<file path="config.mk">
export PLATFORM = sky130hd
export DESIGN_NAME = usb_in_data_packetizer_top
export DESIGN_NICKNAME = d
export VERILOG_FILES = /design/src/usb_idp_pkg.sv /design/src/usb_in_data_packetizer_top.sv
export SDC_FILE = /design/constraint.sdc
export NUM_CORES = 1
export LEC_CHECK = 0
export ABC_AREA = 1
export BUFFER_PORTS_ARGS = -buffer_cell sky130_fd_sc_hd__buf_2
export CAP_MARGIN = 10
export CORE_MARGIN = 2
export CORE_UTILIZATION = 65
export CTS_CLUSTER_DIAMETER = 30
export DETAILED_ROUTE_END_ITERATION = 12
export GPL_TIMING_DRIVEN = 0
export PLACE_DENSITY_LB_ADDON = 0.12
export SYNTH_ARGS = -nofsm -noshare
export SYNTH_HDL_FRONTEND = slang
export SYNTH_SLANG_ARGS = --single-unit
export TNS_END_PERCENT = 10
</file>
<file path="constraint.sdc">
create_clock -name clk -period 5.8 [get_ports clk]
set_input_delay 0.87 -clock clk [delete_from_list [all_inputs] [get_ports clk]]
set_output_delay 0.87 -clock clk [all_outputs]
set_load 0.01 [all_outputs]
</file>
<file path="src/usb_idp_pkg.sv">
// ----------------------------------------------------------------------------
// usb_idp_pkg
// Shared constants, control word layout, microcode table and crc16 step
// for the usb in data packetizer.
// ----------------------------------------------------------------------------
`timescale 1ns / 1ps

package usb_idp_pkg;

  localparam int MAX_PAYLOAD = 8;
  localparam int FILL_W      = $clog2(MAX_PAYLOAD + 1);
  localparam int IDX_W       = $clog2(MAX_PAYLOAD);

  localparam logic [7:0]  SYNC_BYTE = 8'h80;
  localparam logic [7:0]  PID_DATA0 = 8'hC3;
  localparam logic [7:0]  PID_DATA1 = 8'h4B;
  localparam logic [15:0] CRC_POLY  = 16'hA001;
  localparam logic [15:0] CRC_INIT  = 16'hFFFF;

  localparam int UCODE_LEN = 9;
  localparam int PC_W      = $clog2(UCODE_LEN);

  localparam logic [PC_W-1:0] STEP_SYNC     = PC_W'(0);
  localparam logic [PC_W-1:0] STEP_PID      = PC_W'(1);
  localparam logic [PC_W-1:0] STEP_PAYLOAD  = PC_W'(2);
  localparam logic [PC_W-1:0] STEP_CRC_LO   = PC_W'(3);
  localparam logic [PC_W-1:0] STEP_CRC_HI   = PC_W'(4);
  localparam logic [PC_W-1:0] STEP_ZL_SYNC  = PC_W'(5);
  localparam logic [PC_W-1:0] STEP_ZL_PID   = PC_W'(6);
  localparam logic [PC_W-1:0] STEP_ZL_CRC0  = PC_W'(7);
  localparam logic [PC_W-1:0] STEP_ZL_CRC1  = PC_W'(8);

  typedef enum logic [2:0] {
    SRC_SYNC,
    SRC_PID,
    SRC_PAYLOAD,
    SRC_CRC_LO,
    SRC_CRC_HI,
    SRC_ZERO
  } src_sel_t;

  typedef enum logic [1:0] {
    SEQ_NEXT,
    SEQ_LOOP,
    SEQ_END_UNLESS_ZLP,
    SEQ_END
  } seq_op_t;

  typedef struct packed {
    src_sel_t        src;
    logic            pkt_end;
    seq_op_t         op;
    logic [PC_W-1:0] target;
  } ctl_word_t;

  // one control word per wire byte slot
  function automatic ctl_word_t ucode_rom(input logic [PC_W-1:0] pc);
    ctl_word_t w;
    begin
      w = '{src: SRC_ZERO, pkt_end: 1'b1, op: SEQ_END, target: STEP_SYNC};
      case (pc)
        STEP_SYNC:    w = '{src: SRC_SYNC,    pkt_end: 1'b0, op: SEQ_NEXT,
                            target: STEP_SYNC};
        STEP_PID:     w = '{src: SRC_PID,     pkt_end: 1'b0, op: SEQ_NEXT,
                            target: STEP_SYNC};
        STEP_PAYLOAD: w = '{src: SRC_PAYLOAD, pkt_end: 1'b0, op: SEQ_LOOP,
                            target: STEP_PAYLOAD};
        STEP_CRC_LO:  w = '{src: SRC_CRC_LO,  pkt_end: 1'b0, op: SEQ_NEXT,
                            target: STEP_SYNC};
        STEP_CRC_HI:  w = '{src: SRC_CRC_HI,  pkt_end: 1'b1, op: SEQ_END_UNLESS_ZLP,
                            target: STEP_SYNC};
        STEP_ZL_SYNC: w = '{src: SRC_SYNC,    pkt_end: 1'b0, op: SEQ_NEXT,
                            target: STEP_SYNC};
        STEP_ZL_PID:  w = '{src: SRC_PID,     pkt_end: 1'b0, op: SEQ_NEXT,
                            target: STEP_SYNC};
        STEP_ZL_CRC0: w = '{src: SRC_ZERO,    pkt_end: 1'b0, op: SEQ_NEXT,
                            target: STEP_SYNC};
        STEP_ZL_CRC1: w = '{src: SRC_ZERO,    pkt_end: 1'b1, op: SEQ_END,
                            target: STEP_SYNC};
        default:      w = '{src: SRC_ZERO,    pkt_end: 1'b1, op: SEQ_END,
                            target: STEP_SYNC};
      endcase
      return w;
    end
  endfunction

  // reflected crc16, one byte, lsb first
  function automatic logic [15:0] crc16_byte(input logic [15:0] crc_in,
                                             input logic [7:0]  data);
    logic [15:0] c;
    begin
      c = crc_in ^ {8'h00, data};
      for (int i = 0; i < 8; i++) begin
        if (c[0]) begin
          c = (c >> 1) ^ CRC_POLY;
        end else begin
          c = c >> 1;
        end
      end
      return c;
    end
  endfunction

endpackage

</file>
<file path="src/usb_in_data_packetizer_top.sv">
// ----------------------------------------------------------------------------
// usb_in_data_packetizer_top
// Gathers transfer payload bytes and sends them as usb data packets with
// sync, data0/data1 pid, payload and crc16, plus a trailing zero-length packet when a transfer ends full.
// ----------------------------------------------------------------------------
// Usage:
//   in_*  : one payload byte per request, with first/last-of-transfer marks and
//           start_data1 (honored on the first byte only).
//   out_* : one wire byte per request; packet_end, transfer_end and run_end
//           mark the end of a packet, of the transfer and of the bytes caused
//           by one input request.
//   A byte that does not close a packet is taken and sends nothing. A byte
//   that closes a packet of n payload bytes starts a microcode program that
//   sends n+4 wire bytes, plus 4 more for a zero-length packet, one per cycle
//   when the receiver is ready, each registered in the output register. The
//   input is held off until the last wire byte of that program is registered,
//   so the step counter and the single output register set the pace.
//   A receiver stall freezes the program; the output register holds its byte.
//   Reset clears the fill count, toggle (data0 next) and sequencer, and sets the crc to its init value.
// ----------------------------------------------------------------------------
`timescale 1ns / 1ps

module usb_in_data_packetizer_top (
  input  logic       clk,
  input  logic       rst_n,
  input  logic       in_valid,
  output logic       in_ready,
  input  logic [7:0] in_data_byte,
  input  logic       in_first_of_transfer,
  input  logic       in_start_data1,
  input  logic       in_last_of_transfer,
  output logic       out_valid,
  input  logic       out_ready,
  output logic [7:0] out_wire_byte,
  output logic       out_packet_end,
  output logic       out_transfer_end,
  output logic       out_run_end
);

  localparam int FILL_W = usb_idp_pkg::FILL_W;
  localparam int IDX_W  = usb_idp_pkg::IDX_W;
  localparam int PC_W   = usb_idp_pkg::PC_W;

  logic [7:0] payload_mem [usb_idp_pkg::MAX_PAYLOAD];

  logic [FILL_W-1:0] fill_r,    fill_nxt;
  logic [15:0]       crc_r,     crc_nxt;
  logic              toggle_r,  toggle_nxt;
  logic              busy_r,    busy_nxt;
  logic [PC_W-1:0]   pc_r,      pc_nxt;
  logic [IDX_W-1:0]  idx_r,     idx_nxt;
  logic [FILL_W-1:0] len_r,     len_nxt;
  logic [15:0]       crc_out_r, crc_out_nxt;
  logic              zlp_r,     zlp_nxt;
  logic              last_r,    last_nxt;
  logic              out_valid_r, out_valid_nxt;

  logic [7:0] out_wire_byte_r;
  logic       out_packet_end_r;
  logic       out_transfer_end_r;
  logic       out_run_end_r;

  logic                    in_fire;
  logic                    seq_fire;
  logic [FILL_W-1:0]       fill_base;
  logic                    wr_en;
  logic [FILL_W-1:0]       fill_new;
  logic [15:0]             crc_new;
  logic                    full;
  usb_idp_pkg::ctl_word_t  ctl;
  logic                    more;
  logic                    seq_done;
  logic [7:0]              byte_sel;
  logic                    tend_sel;
  logic                    rend_sel;

  assign in_ready = !busy_r;
  assign in_fire  = in_valid && in_ready;
  assign seq_fire = busy_r && (!out_valid_r || out_ready);

  // input side: gather byte and update crc
  always_comb begin
    fill_base = in_first_of_transfer ? '0 : fill_r;
    wr_en     = fill_base < FILL_W'(usb_idp_pkg::MAX_PAYLOAD);
    fill_new  = wr_en ? fill_base + FILL_W'(1) : fill_base;
    crc_new   = usb_idp_pkg::crc16_byte(in_first_of_transfer ? usb_idp_pkg::CRC_INIT
                                                             : crc_r, in_data_byte);
    full      = fill_new >= FILL_W'(usb_idp_pkg::MAX_PAYLOAD);
  end

  // sequencer decode
  always_comb begin
    ctl  = usb_idp_pkg::ucode_rom(pc_r);
    more = (FILL_W'(idx_r) + FILL_W'(1)) != len_r;
    case (ctl.op)
      usb_idp_pkg::SEQ_END:            seq_done = 1'b1;
      usb_idp_pkg::SEQ_END_UNLESS_ZLP: seq_done = !zlp_r;
      default:                         seq_done = 1'b0;
    endcase
    tend_sel = (ctl.op == usb_idp_pkg::SEQ_END) ||
               ((ctl.op == usb_idp_pkg::SEQ_END_UNLESS_ZLP) && !zlp_r && last_r);
    rend_sel = seq_done;
    case (ctl.src)
      usb_idp_pkg::SRC_SYNC:   byte_sel = usb_idp_pkg::SYNC_BYTE;
      usb_idp_pkg::SRC_PID:    byte_sel = toggle_r ? usb_idp_pkg::PID_DATA1
                                                   : usb_idp_pkg::PID_DATA0;
      usb_idp_pkg::SRC_CRC_LO: byte_sel = crc_out_r[7:0];
      usb_idp_pkg::SRC_CRC_HI: byte_sel = crc_out_r[15:8];
      default:                 byte_sel = 8'h00;
    endcase
  end

  // next-state logic
  always_comb begin
    fill_nxt      = fill_r;
    crc_nxt       = crc_r;
    toggle_nxt    = toggle_r;
    busy_nxt      = busy_r;
    pc_nxt        = pc_r;
    idx_nxt       = idx_r;
    len_nxt       = len_r;
    crc_out_nxt   = crc_out_r;
    zlp_nxt       = zlp_r;
    last_nxt      = last_r;
    out_valid_nxt = out_valid_r;

    if (out_ready) begin
      out_valid_nxt = 1'b0;
    end

    if (in_fire) begin
      if (in_first_of_transfer && in_start_data1) begin
        toggle_nxt = 1'b1;
      end
      if (full || in_last_of_transfer) begin
        fill_nxt    = '0;
        crc_nxt     = usb_idp_pkg::CRC_INIT;
        busy_nxt    = 1'b1;
        pc_nxt      = usb_idp_pkg::STEP_SYNC;
        idx_nxt     = '0;
        len_nxt     = fill_new;
        crc_out_nxt = ~crc_new;
        zlp_nxt     = full && in_last_of_transfer;
        last_nxt    = in_last_of_transfer;
      end else begin
        fill_nxt = fill_new;
        crc_nxt  = crc_new;
      end
    end

    if (seq_fire) begin
      out_valid_nxt = 1'b1;
      if (ctl.src == usb_idp_pkg::SRC_PID) begin
        toggle_nxt = !toggle_r;
      end
      if (ctl.src == usb_idp_pkg::SRC_PAYLOAD) begin
        idx_nxt = idx_r + IDX_W'(1);
      end
      if (seq_done) begin
        busy_nxt = 1'b0;
      end else if ((ctl.op == usb_idp_pkg::SEQ_LOOP) && more) begin
        pc_nxt = ctl.target;
      end else begin
        pc_nxt = pc_r + PC_W'(1);
      end
    end
  end

  always_ff @(posedge clk) begin
    if (!rst_n) begin
      fill_r      <= '0;
      crc_r       <= usb_idp_pkg::CRC_INIT;
      toggle_r    <= 1'b0;
      busy_r      <= 1'b0;
      pc_r        <= usb_idp_pkg::STEP_SYNC;
      idx_r       <= '0;
      len_r       <= '0;
      zlp_r       <= 1'b0;
      last_r      <= 1'b0;
      out_valid_r <= 1'b0;
    end else begin
      fill_r      <= fill_nxt;
      crc_r       <= crc_nxt;
      toggle_r    <= toggle_nxt;
      busy_r      <= busy_nxt;
      pc_r        <= pc_nxt;
      idx_r       <= idx_nxt;
      len_r       <= len_nxt;
      zlp_r       <= zlp_nxt;
      last_r      <= last_nxt;
      out_valid_r <= out_valid_nxt;
    end
  end

  always_ff @(posedge clk) begin
    crc_out_r <= crc_out_nxt;
  end

  // payload store write
  always_ff @(posedge clk) begin
    if (in_fire && wr_en) begin
      payload_mem[fill_base[IDX_W-1:0]] <= in_data_byte;
    end
  end

  // output register, payload read
  always_ff @(posedge clk) begin
    if (seq_fire) begin
      out_wire_byte_r    <= (ctl.src == usb_idp_pkg::SRC_PAYLOAD) ? payload_mem[idx_r]
                                                                  : byte_sel;
      out_packet_end_r   <= ctl.pkt_end;
      out_transfer_end_r <= tend_sel;
      out_run_end_r      <= rend_sel;
    end
  end

  assign out_valid        = out_valid_r;
  assign out_wire_byte    = out_wire_byte_r;
  assign out_packet_end   = out_packet_end_r;
  assign out_transfer_end = out_transfer_end_r;
  assign out_run_end      = out_run_end_r;

  // checks
  a_run_end_closes_packet: assert property (@(posedge clk) disable iff (!rst_n)
    out_valid_r && out_run_end_r |-> out_packet_end_r)
    else $error("run_end without packet_end");

  a_tend_closes_packet: assert property (@(posedge clk) disable iff (!rst_n)
    out_valid_r && out_transfer_end_r |-> out_packet_end_r)
    else $error("transfer_end without packet_end");

  a_program_ends_on_run_end: assert property (@(posedge clk) disable iff (!rst_n)
    $fell(busy_r) |-> out_valid_r && out_run_end_r)
    else $error("sequencer stopped without run_end");

  a_payload_index_in_range: assert property (@(posedge clk) disable iff (!rst_n)
    busy_r && (pc_r == usb_idp_pkg::STEP_PAYLOAD) |-> (FILL_W'(idx_r) < len_r))
    else $error("payload index past packet length");

endmodule

</file>
==> flow_summary.yaml, run 1 <==
run_status:
  status: "finished clean"
floorplanning:
  rows: 34
  die-area_um2: 9650
  start_util: 0.665
  ioPinCount: 28
  dieWidth_um: 98.2
  core_area_um2: 8680
  fp.dieH_um: 98.2
logic_synthesis:
  synth_ff_type: "edfxtp_1"
  ys_seq_area_frac: 0.619
  synthArstFlopShare: 0
  synth.area.top_cells: "edfxtp_1 (47%), dfxtp_1 (15%), nand2_1 (5.1%), nor2_1 (4.4%), inv_1 (3.8%)"
  syn_area_um2: 5770
  yosysTopAreaCell: "edfxtp_1"
  syn_inst: 544
  syn_nets: 563
  ys_ff_latch: 133
  synth_edf_count: 91
  yosysTopAreaCellShare: 0.473
  yosys.cell_types.count: 42
  syn_area_per_cell_um2: 10.6
  ys_warn_count: 0
layout:
  drive_above_1_share: 0.136
  area_growth_pct: 14.9
  fin_nets: 611
  fin_cells: 713
  antenna_cells: 0
  design_area_um2: 6630
  fill_cells: 560
cts:
  cts_buffers: 17
  htreeDepth: 4
  cts.path.max_buffers: 2
  cts_tree: "built"
  clk_latency_ns: 0.52
  clk_pin_slew_ns: 0.06
  cts_hold_buf: 0
  cts_root_buffer: "clkbuf_8"
  clock-sinks: 133
  post_cts_resized: 0
  postCtsSetupBuffers: 0
place:
  dp_hpwl_um: 8940
  dpl_cell_area_um2: 6050
  gp_congestion: 0.955
  numPortBuffers: 26
  post-place-cells: 679
run:
  maxCapViolCount: 0
power_and_ir_drop:
  max-vdd-ir-drop_mv: 0.256
  p_sw_mw: 0.544
  pwr-share-comb: 0.086
  switching_share: 0.238
  p_int_mw: 1.74
  power.density_nw_per_um2: 344
  leakagePower_nw: 2.51
  seqPwrFrac: 0.469
  p_clk_frac: 0.445
critical_path:
  crit_path_frequent_cell: "nor2_1"
  crit_required_ns: 6.20
  arrival_ns: 3.17
  critPathBufInv: 5
  slowest_delay_ns: 0.59
  critPathSlowestCell: "inv_1"
  cp-end-kind: "flip-flop"
  critical_path.cell_chain: "buf_2, buf_6, nor2_1, nand3_1, o21ai_1, nor2_1, inv_1, nand2_2, inv_1, nor2_1, buf_2, nand3_1, o31ai_1"
  critPathMaxFanout: 20
  start_kind: "input port"
  cpLargestDelayFamily: "buffers and inverters"
  critical_path_class: "input port to flip-flop"
  rrSetupSlack_ns: 3.30
global_routing:
  grt-ovfl-total: 0
  grt_pass1_vias: 4176
  grt_pass1_wl_um: 21300
  grt_max_degree: 21
  antenna_found_initial: 0
  gr-usage-all-layers: 0.291
timing:
  slew_viol_final: 0
  maxSlewHeadroom: 0.355
  hold_viol: 0
  fmax_mhz: 361
  hold_slack_ns: 0.430
  fin_tns_setup_ns: 0
  setup_violations: 0
  finalCritPeriodShare: 0.477
  clock_skew_ns: 0.0102
  worstMarginPinSlew_ns: 0.963
  rsz0062_at_grt: "no"
  finalCriticalPeriod_ns: 2.77
detailed_routing:
  first_iter_violations: 387
  via_count: 4244
  dr.pass1.iters: 5
  met3WireLength_um: 1130
  via_per_inst: 5.95
  antenna_left: 0
  drt-total-wl_um: 13200
  drc_errors: 0
  wl_met2_um: 6560
  drt-wirelength-per-cell_um: 18.5
  met1_length_um: 5190
  routed.top_layer: "met4"
worst_hold_path:
  min_path_type: "flip-flop to flip-flop"
## cell usage in the layout, fill, tap and decap left out, types with 3 or more instances in the layout
cell	count
xor2_1	7
dfxtp_1	42
nand2_4	3
nor2_1	67
inv_1	59
nor3_1	5
o211ai_1	12
mux2i_1	13
nand2_2	3
clkbuf_1	15
nand3_1	36
o21ai_0	33
clkbuf_16	16
o221ai_1	13
o32ai_1	3
a21oi_1	23
nand2_1	78
clkinvlp_4	6
ha_1	4
xnor2_1	7
buf_2	29
edfxtp_1	91
## registers in the layout, summed over array words and instances (netlist names), 3 cells and up
name	cells
out_wire_byte	8
ctl	6
idx_r	3
len_r	4
pc_r	4
fill_r	4
crc_r	16
crc_out_r	16
payload_mem	64
## stage by stage
step | total power, mW | setup WS (ns) | util
after CTS | 2.29 | 2.89 | 0.763
after global routing | 2.35 | 2.76 | 0.764
final | 2.28 | 3.03 | 0.764
after detailed placement | 1.28 | 2.42 | 0.697
after floorplan | 1.22 | 3.25 | -
after global placement | 1.27 | 2.38 | 0.696
## power by group through the flow
| stage | sequential [mW] | clock (mW) | combinational (mW) |
|---|---|---|---|
| after global placement | 1.09 | 0 | 0.185 |
| after detailed placement | 1.09 | 0 | 0.194 |
| final | 1.07 | 1.02 | 0.197 |
| after global routing | 1.07 | 1.06 | 0.219 |
| after CTS | 1.07 | 1.02 | 0.196 |
| after floorplan | 1.09 | 0 | 0.136 |
## path summary, 6_finish.rpt
kind	startpoint	end	cells after the start
hold / removal	ctl[5]	out_packet_end	0
setup reg to reg	fill_r[1]	idx_r[1]	12
setup / recovery	in_first_of_transfer	idx_r[1]	13
hold reg to reg	ctl[5]	out_packet_end	0
## cells by family after synthesis
family	Yosys count	share of synthesized area
simple gates	203	0.158
flops	133	0.619
compound gates	94	0.102
buf+inv	79	0.0531
xor+xnor	18	0.0364
mux	13	0.0225
fa+ha+maj	4	0.00867
## worst register-to-register path: cells and delay by family (launching register included)
family / cells / cell delay, ns
AOI/OAI and AO/OA: 2 / 0.26
buffers and inverters: 4 / 1.00
DFF: 1 / 0.33
and+or+nand+nor: 6 / 0.80
## Yosys cell counts (4+ instances only)
master / number
ha_1: 4
xnor2_1: 7
a21oi_1: 23
o21ai_0: 33
mux2i_1: 13
nand3_1: 36
nor2_1: 67
edfxtp_1: 91
o221ai_1: 13
inv_1: 59
clkbuf_1: 13
nand2_1: 78
o211ai_1: 12
nor3_1: 6
xor2_1: 7
dfxtp_1: 42
## layer usage
| metal | track usage | up-vias |
|---|---|---|
| met2 | 0.482 | 222 |
| met5 | 0 | - |
| met3 | 0.0651 | 31 |
| met4 | 0.107 | 0 |
| li1 | - | 1983 |
| met1 | 0.381 | 2008 |
## area by class of cell
class / count / area [µm²] / area share
multi-input combinational: 332 / 1900 / 0.286
clock inverter: 12 / 133 / 0.0200
tap: 108 / 135 / 0.0204
buffer: 18 / 77.6 / 0.0117
clock buffer: 20 / 435 / 0.0657
inverter: 61 / 229 / 0.0345
timing repair buffer: 29 / 150 / 0.0226
sequential: 133 / 3570 / 0.539
Note: power is estimated with default switching activity, not from simulation.
==> run 2, diff against run 1 <==
CORE_UTILIZATION = 55   (was 65)
clock period = 2.32 ns   (was 5.8 ns; I/O delays follow)
==> flow_summary.yaml, run 2 (same netlist as run 1, synthesis figures left out) <==
run_status:
  status: "finished clean"
critical_path:
  critical_path_class: "flip-flop to flip-flop"
  critPathMaxFanout: 10
  arrival_ns: 2.45
  critical_path.cell_chain: "buf_4, buf_1, mux2i_1, o221ai_1, o211ai_1, nand3_1"
  start_kind: "flip-flop"
  critPathSlowestCell: "buf_1"
  critPathBufInv: 2
  rr_worst_depth: 6
  crit_required_ns: 2.57
  rrSetupSlack_ns: 0.11
  r2r_end: "out_wire_byte[3]"
  cp-end-kind: "flip-flop"
  r2r-start: "idx_r[0]"
  cpLargestDelayFamily: "buffers and inverters"
  slowest_delay_ns: 0.60
timing:
  clock_skew_ns: 0.0110
  hold_viol: 0
  finalCriticalPeriod_ns: 2.21
  finalCritPeriodShare: 0.952
  rsz0062_at_grt: "yes"
  setup_violations: 0
  worstMarginPinSlew_ns: 0.847
  maxSlewHeadroom: 0.432
  fin_ws_ns: 0.112
  slew_viol_final: 0
  fmax_mhz: 453
cts:
  cts_root_buffer: "clkbuf_8"
  clk_pin_slew_ns: 0.06
  clock-sinks: 133
  cts_tree: "built"
  cts_buffers: 17
  cts.path.max_buffers: 2
  cts_hold_buf: 0
  htreeDepth: 4
  clk_latency_ns: 0.53
floorplanning:
  start_util: 0.562
  ioPinCount: 28
  dieWidth_um: 106
  rows: 37
  fp.dieH_um: 106
  core_area_um2: 10300
  die-area_um2: 11300
power_and_ir_drop:
  p_int_mw: 4.23
  p_clk_frac: 0.437
  pwr-share-comb: 0.089
  p_sw_mw: 1.42
  switching_share: 0.252
  max-vdd-ir-drop_mv: 0.410
  leakagePower_nw: 2.52
  power.density_nw_per_um2: 842
  seqPwrFrac: 0.473
layout:
  drive_above_1_share: 0.157
  finish.utilization: 0.653
  final_common_cell: "edfxtp_1"
  seqCellArea_um2: 3580
  largest_register_ffs: 64
  antenna_cells: 0
  fin_nets: 611
  multi_input_area_um2: 1960
  final_cell_mix: "edfxtp_1 (91), nand2_1 (78), nor2_1 (63), inv_1 (58), dfxtp_1 (40)"
  design_area_um2: 6710
  fin_cells: 741
  area_growth_pct: 16.3
  fill_cells: 814
global_routing:
  gr-usage-all-layers: 0.254
  grt-ovfl-total: 0
  antenna_found_initial: 0
  grt_pass1_wl_um: 21500
  grt_max_degree: 21
  grt_pass1_vias: 4134
worst_hold_path:
  hold_depth: 4
  min_path_type: "input port to flip-flop"
  min_to: "out_valid"
  min_from: "out_ready"
detailed_routing:
  via_count: 4196
  drt-total-wl_um: 13500
  antenna_left: 0
  via_per_inst: 5.66
  drc_errors: 0
  first_iter_violations: 340
  dr.pass1.iters: 4
  drt-wirelength-per-cell_um: 18.2
place:
  dpl_cell_area_um2: 6080
  gp_congestion: 0.817
  post-place-cells: 706
  numPortBuffers: 26
  dp_hpwl_um: 8820
  dp_slack_ns: -0.411
run:
  maxCapViolCount: 0
## run 2: cell count changes in the layout (fill, tap and decap cells not counted), sizes merged
cell / delta
clkinvlp: -1
bufinv: -1
clkinv: +3
inv: +2
clkbuf: -3
## run 2: worst max path at each step
stage	endpoint	start	slack [ns]	cells past startpoint
after floorplan	idx_r[1]	in_first_of_transfer	0.29	12
after global placement	payload_mem[1][1]	in_first_of_transfer	-0.67	7
after detailed placement	idx_r[1]	in_first_of_transfer	-0.41	13
after CTS	crc_r[10]	fill_r[1]	-0.05	12
after global routing	ctl[9]	idx_r[1]	-0.05	12
final	out_wire_byte[3]	idx_r[0]	0.11	6
## run 2: metal layers
| layer | share of wire | global-route usage |
|---|---|---|
| met5 | 0 | 0 |
| met4 | 0.026 | 0.101 |
| met3 | 0.062 | 0.0564 |
| met2 | 0.48 | 0.400 |
| met1 | 0.43 | 0.345 |
## run 2: metrics by stage
stage	hold slack [ns]	total power, mW	setup TNS [ns]
2_1_floorplan	0.408	3.06	0
3_3_place_gp	0.422	3.19	-21.27
3_5_place_dp	0.425	3.21	-16.87
4_1_cts	0.0866	5.64	-0.0470
5_1_grt	0.144	5.84	-0.0580
6_report	0.0924	5.65	0
## run 2: tightest hold or removal path, delay by kind of cell
family | cells | cell delay [ns]
compound gates | 1 | 0.06
buf+inv | 2 | 0.10
simple gates | 1 | 0.06
## run 2: layout make-up
type,count,share of cell area
plain buffers,18,0.0119
clock buffers,18,0.0623
clock inverters,14,0.0190
inverters,61,0.0347
multi-input cells,332,0.291
flip-flops and latches,133,0.533
well taps,136,0.0253
repair buffers,28,0.0216
repair inverters,1,0.000746
## run 2: timing repair
action                                  CTS  global route
endpoints found under the setup margin   35            49
pin swaps                                 0             1
gates cloned                              0             1
setup buffers                             0             2
resized for setup                         6            12
## run 2: power groups by stage
stage,Combinational (mW),Clock (mW),Sequential [mW]
2_1_floorplan,0.340,0,2.72
3_3_place_gp,0.468,0,2.72
3_5_place_dp,0.483,0,2.72
4_1_cts,0.492,2.47,2.67
5_1_grt,0.565,2.59,2.68
6_report,0.505,2.47,2.67
==> run 3, diff against run 2 <==
REMOVE_ABC_BUFFERS = 1   (was unset)
==> flow_summary.yaml, run 3 (same netlist as run 1, synthesis figures left out) <==
run_status:
  status: "finished clean"
place:
  gp_congestion: 0.927
  post-place-cells: 692
  numPortBuffers: 27
  dp_hpwl_um: 8010
run:
  maxCapViolCount: 0
power_and_ir_drop:
  p_int_mw: 4.35
  max-vdd-ir-drop_mv: 0.569
  power.density_nw_per_um2: 835
  leakagePower_nw: 2.56
  switching_share: 0.226
  pwr-share-comb: 0.088
  seqPwrFrac: 0.475
  p_clk_frac: 0.437
  p_sw_mw: 1.27
  total_power_mw: 5.62
critical_path:
  critical_path.cell_chain: "buf_4, clkinv_1, nor2_1, o32ai_1, o211ai_1, o2111ai_1"
  critPathMaxFanout: 19
  critical_path_class: "flip-flop to flip-flop"
  slowest_delay_ns: 0.53
  start_kind: "flip-flop"
  cp-end-kind: "flip-flop"
  critPathSlowestCell: "clkinv_1"
  crit_required_ns: 2.56
  cpLargestDelayFamily: "buffers and inverters"
  arrival_ns: 2.43
  critPathBufInv: 2
cts:
  clk_pin_slew_ns: 0.06
  cts_hold_buf: 0
  clk_latency_ns: 0.53
  htreeDepth: 4
  cts.path.max_buffers: 2
  clock-sinks: 133
  cts_tree: "built"
  cts_buffers: 17
  cts_root_buffer: "clkbuf_8"
global_routing:
  grt_max_degree: 39
  grt_busiest_layer: "met2"
  grt-ovfl-total: 0
  grt_use_met3: 0.0570
  antenna_found_initial: 0
  grt_pass1_wl_um: 20200
  grt_use_met1: 0.313
  use_met2: 0.392
  grt_pass1_vias: 3938
  gr-usage-all-layers: 0.242
detailed_routing:
  antenna_left: 0
  via_per_inst: 5.53
  first_iter_violations: 307
  dr.pass1.iters: 5
  via_count: 4064
  drt-total-wl_um: 12900
  drc_errors: 0
  drt-wirelength-per-cell_um: 17.5
timing:
  setup_violations: 0
  maxSlewHeadroom: 0.390
  fmax_mhz: 456
  slew_viol_final: 0
  finalCriticalPeriod_ns: 2.19
  worstMarginPinSlew_ns: 0.911
  clock_skew_ns: 0.0100
  finalCritPeriodShare: 0.946
  rsz0062_at_grt: "yes"
  fin_tns_setup_ns: 0
  hold_viol: 0
floorplanning:
  ioPinCount: 28
  rows: 37
  fp.dieH_um: 106
  dieWidth_um: 106
  core_area_um2: 10300
  die-area_um2: 11300
  start_util: 0.562
layout:
  final_cell_mix: "edfxtp_1 (91), nand2_1 (77), nor2_1 (65), inv_1 (58), dfxtp_1 (39)"
  drive_above_1_share: 0.160
  final_common_cell: "edfxtp_1"
  antenna_cells: 0
  finish.utilization: 0.655
  fill_cells: 825
  fin_nets: 605
  largest_register_ffs: 64
  area_growth_pct: 16.7
  fin_cells: 735
worst_hold_path:
  min_path_type: "input port to flip-flop"
[run 3: cell count changes in the layout (fill, tap and decap cells not counted), sizes merged]
cell      before  now
clkbuf        31   27
inv           62   59
clkinv         8    5
buf           33   40
clkinvlp       5    2
[run 3: what timing repair did]
action,4_1_cts,5_1_grt
gates resized for setup,11,6
endpoints found under the setup margin,118,25
buffers inserted,8,2
gates cloned,1,0
pin swaps,1,0
[run 3: power groups by stage]
stage	logic [mW]	registers, mW	clock network [mW]
2_1_floorplan	0.327	2.72	0
3_3_place_gp	0.456	2.72	0
3_5_place_dp	0.471	2.72	0
4_1_cts	0.488	2.67	2.48
5_1_grt	0.552	2.68	2.58
6_report	0.494	2.67	2.46
[run 3: layout make-up]
type | count | area [µm²] | area share
Clock inverter | 5 | 47.5 | 0.00706
Multi-Input combinational cell | 332 | 1950 | 0.289
Sequential cell | 133 | 3580 | 0.532
Inverter | 61 | 233 | 0.0345
Tap cell | 136 | 170 | 0.0253
Timing Repair Buffer | 40 | 248 | 0.0368
Clock buffer | 27 | 502 | 0.0745
Timing Repair inverter | 1 | 5.00 | 0.000743
[run 3: final timing paths]
| path | cells past startpoint | startpoint | endpoint | slack, ns |
|---|---|---|---|---|
| worst min-delay path | 4 | out_ready | out_valid | 0.10 |
| worst max-delay path | 6 | idx_r[0] | out_wire_byte[7] | 0.13 |
| worst min register to register | 0 | ctl[5] | out_packet_end | 0.43 |
| worst max register to register | 6 | idx_r[0] | out_wire_byte[7] | 0.13 |
[run 3: layer usage]
layer / wire [µm] / vias to the layer above
met5: 0 / -
met4: 270 / 0
met3: 817 / 22
met2: 6240 / 142
met1: 5530 / 1928
li1: - / 1972
[run 3: worst register-to-register path, delay by kind of cell, from the launching register on]
family / cells / cell delay [ns]
compound gates: 3 / 0.60
buf+inv: 2 / 0.70
flops: 1 / 0.34
simple gates: 1 / 0.27
[run 3: through the flow]
step                instance area [µm²]  hold slack (ns)  setup WS (ns)
floorplan                          5700            0.408         -0.426
global placement                   6000            0.417          -1.89
detailed placement                 6030            0.415          -1.97
CTS                                6700           0.0790         0.0171
global route                       6740            0.102       -0.00108
finish                             6740            0.103          0.125
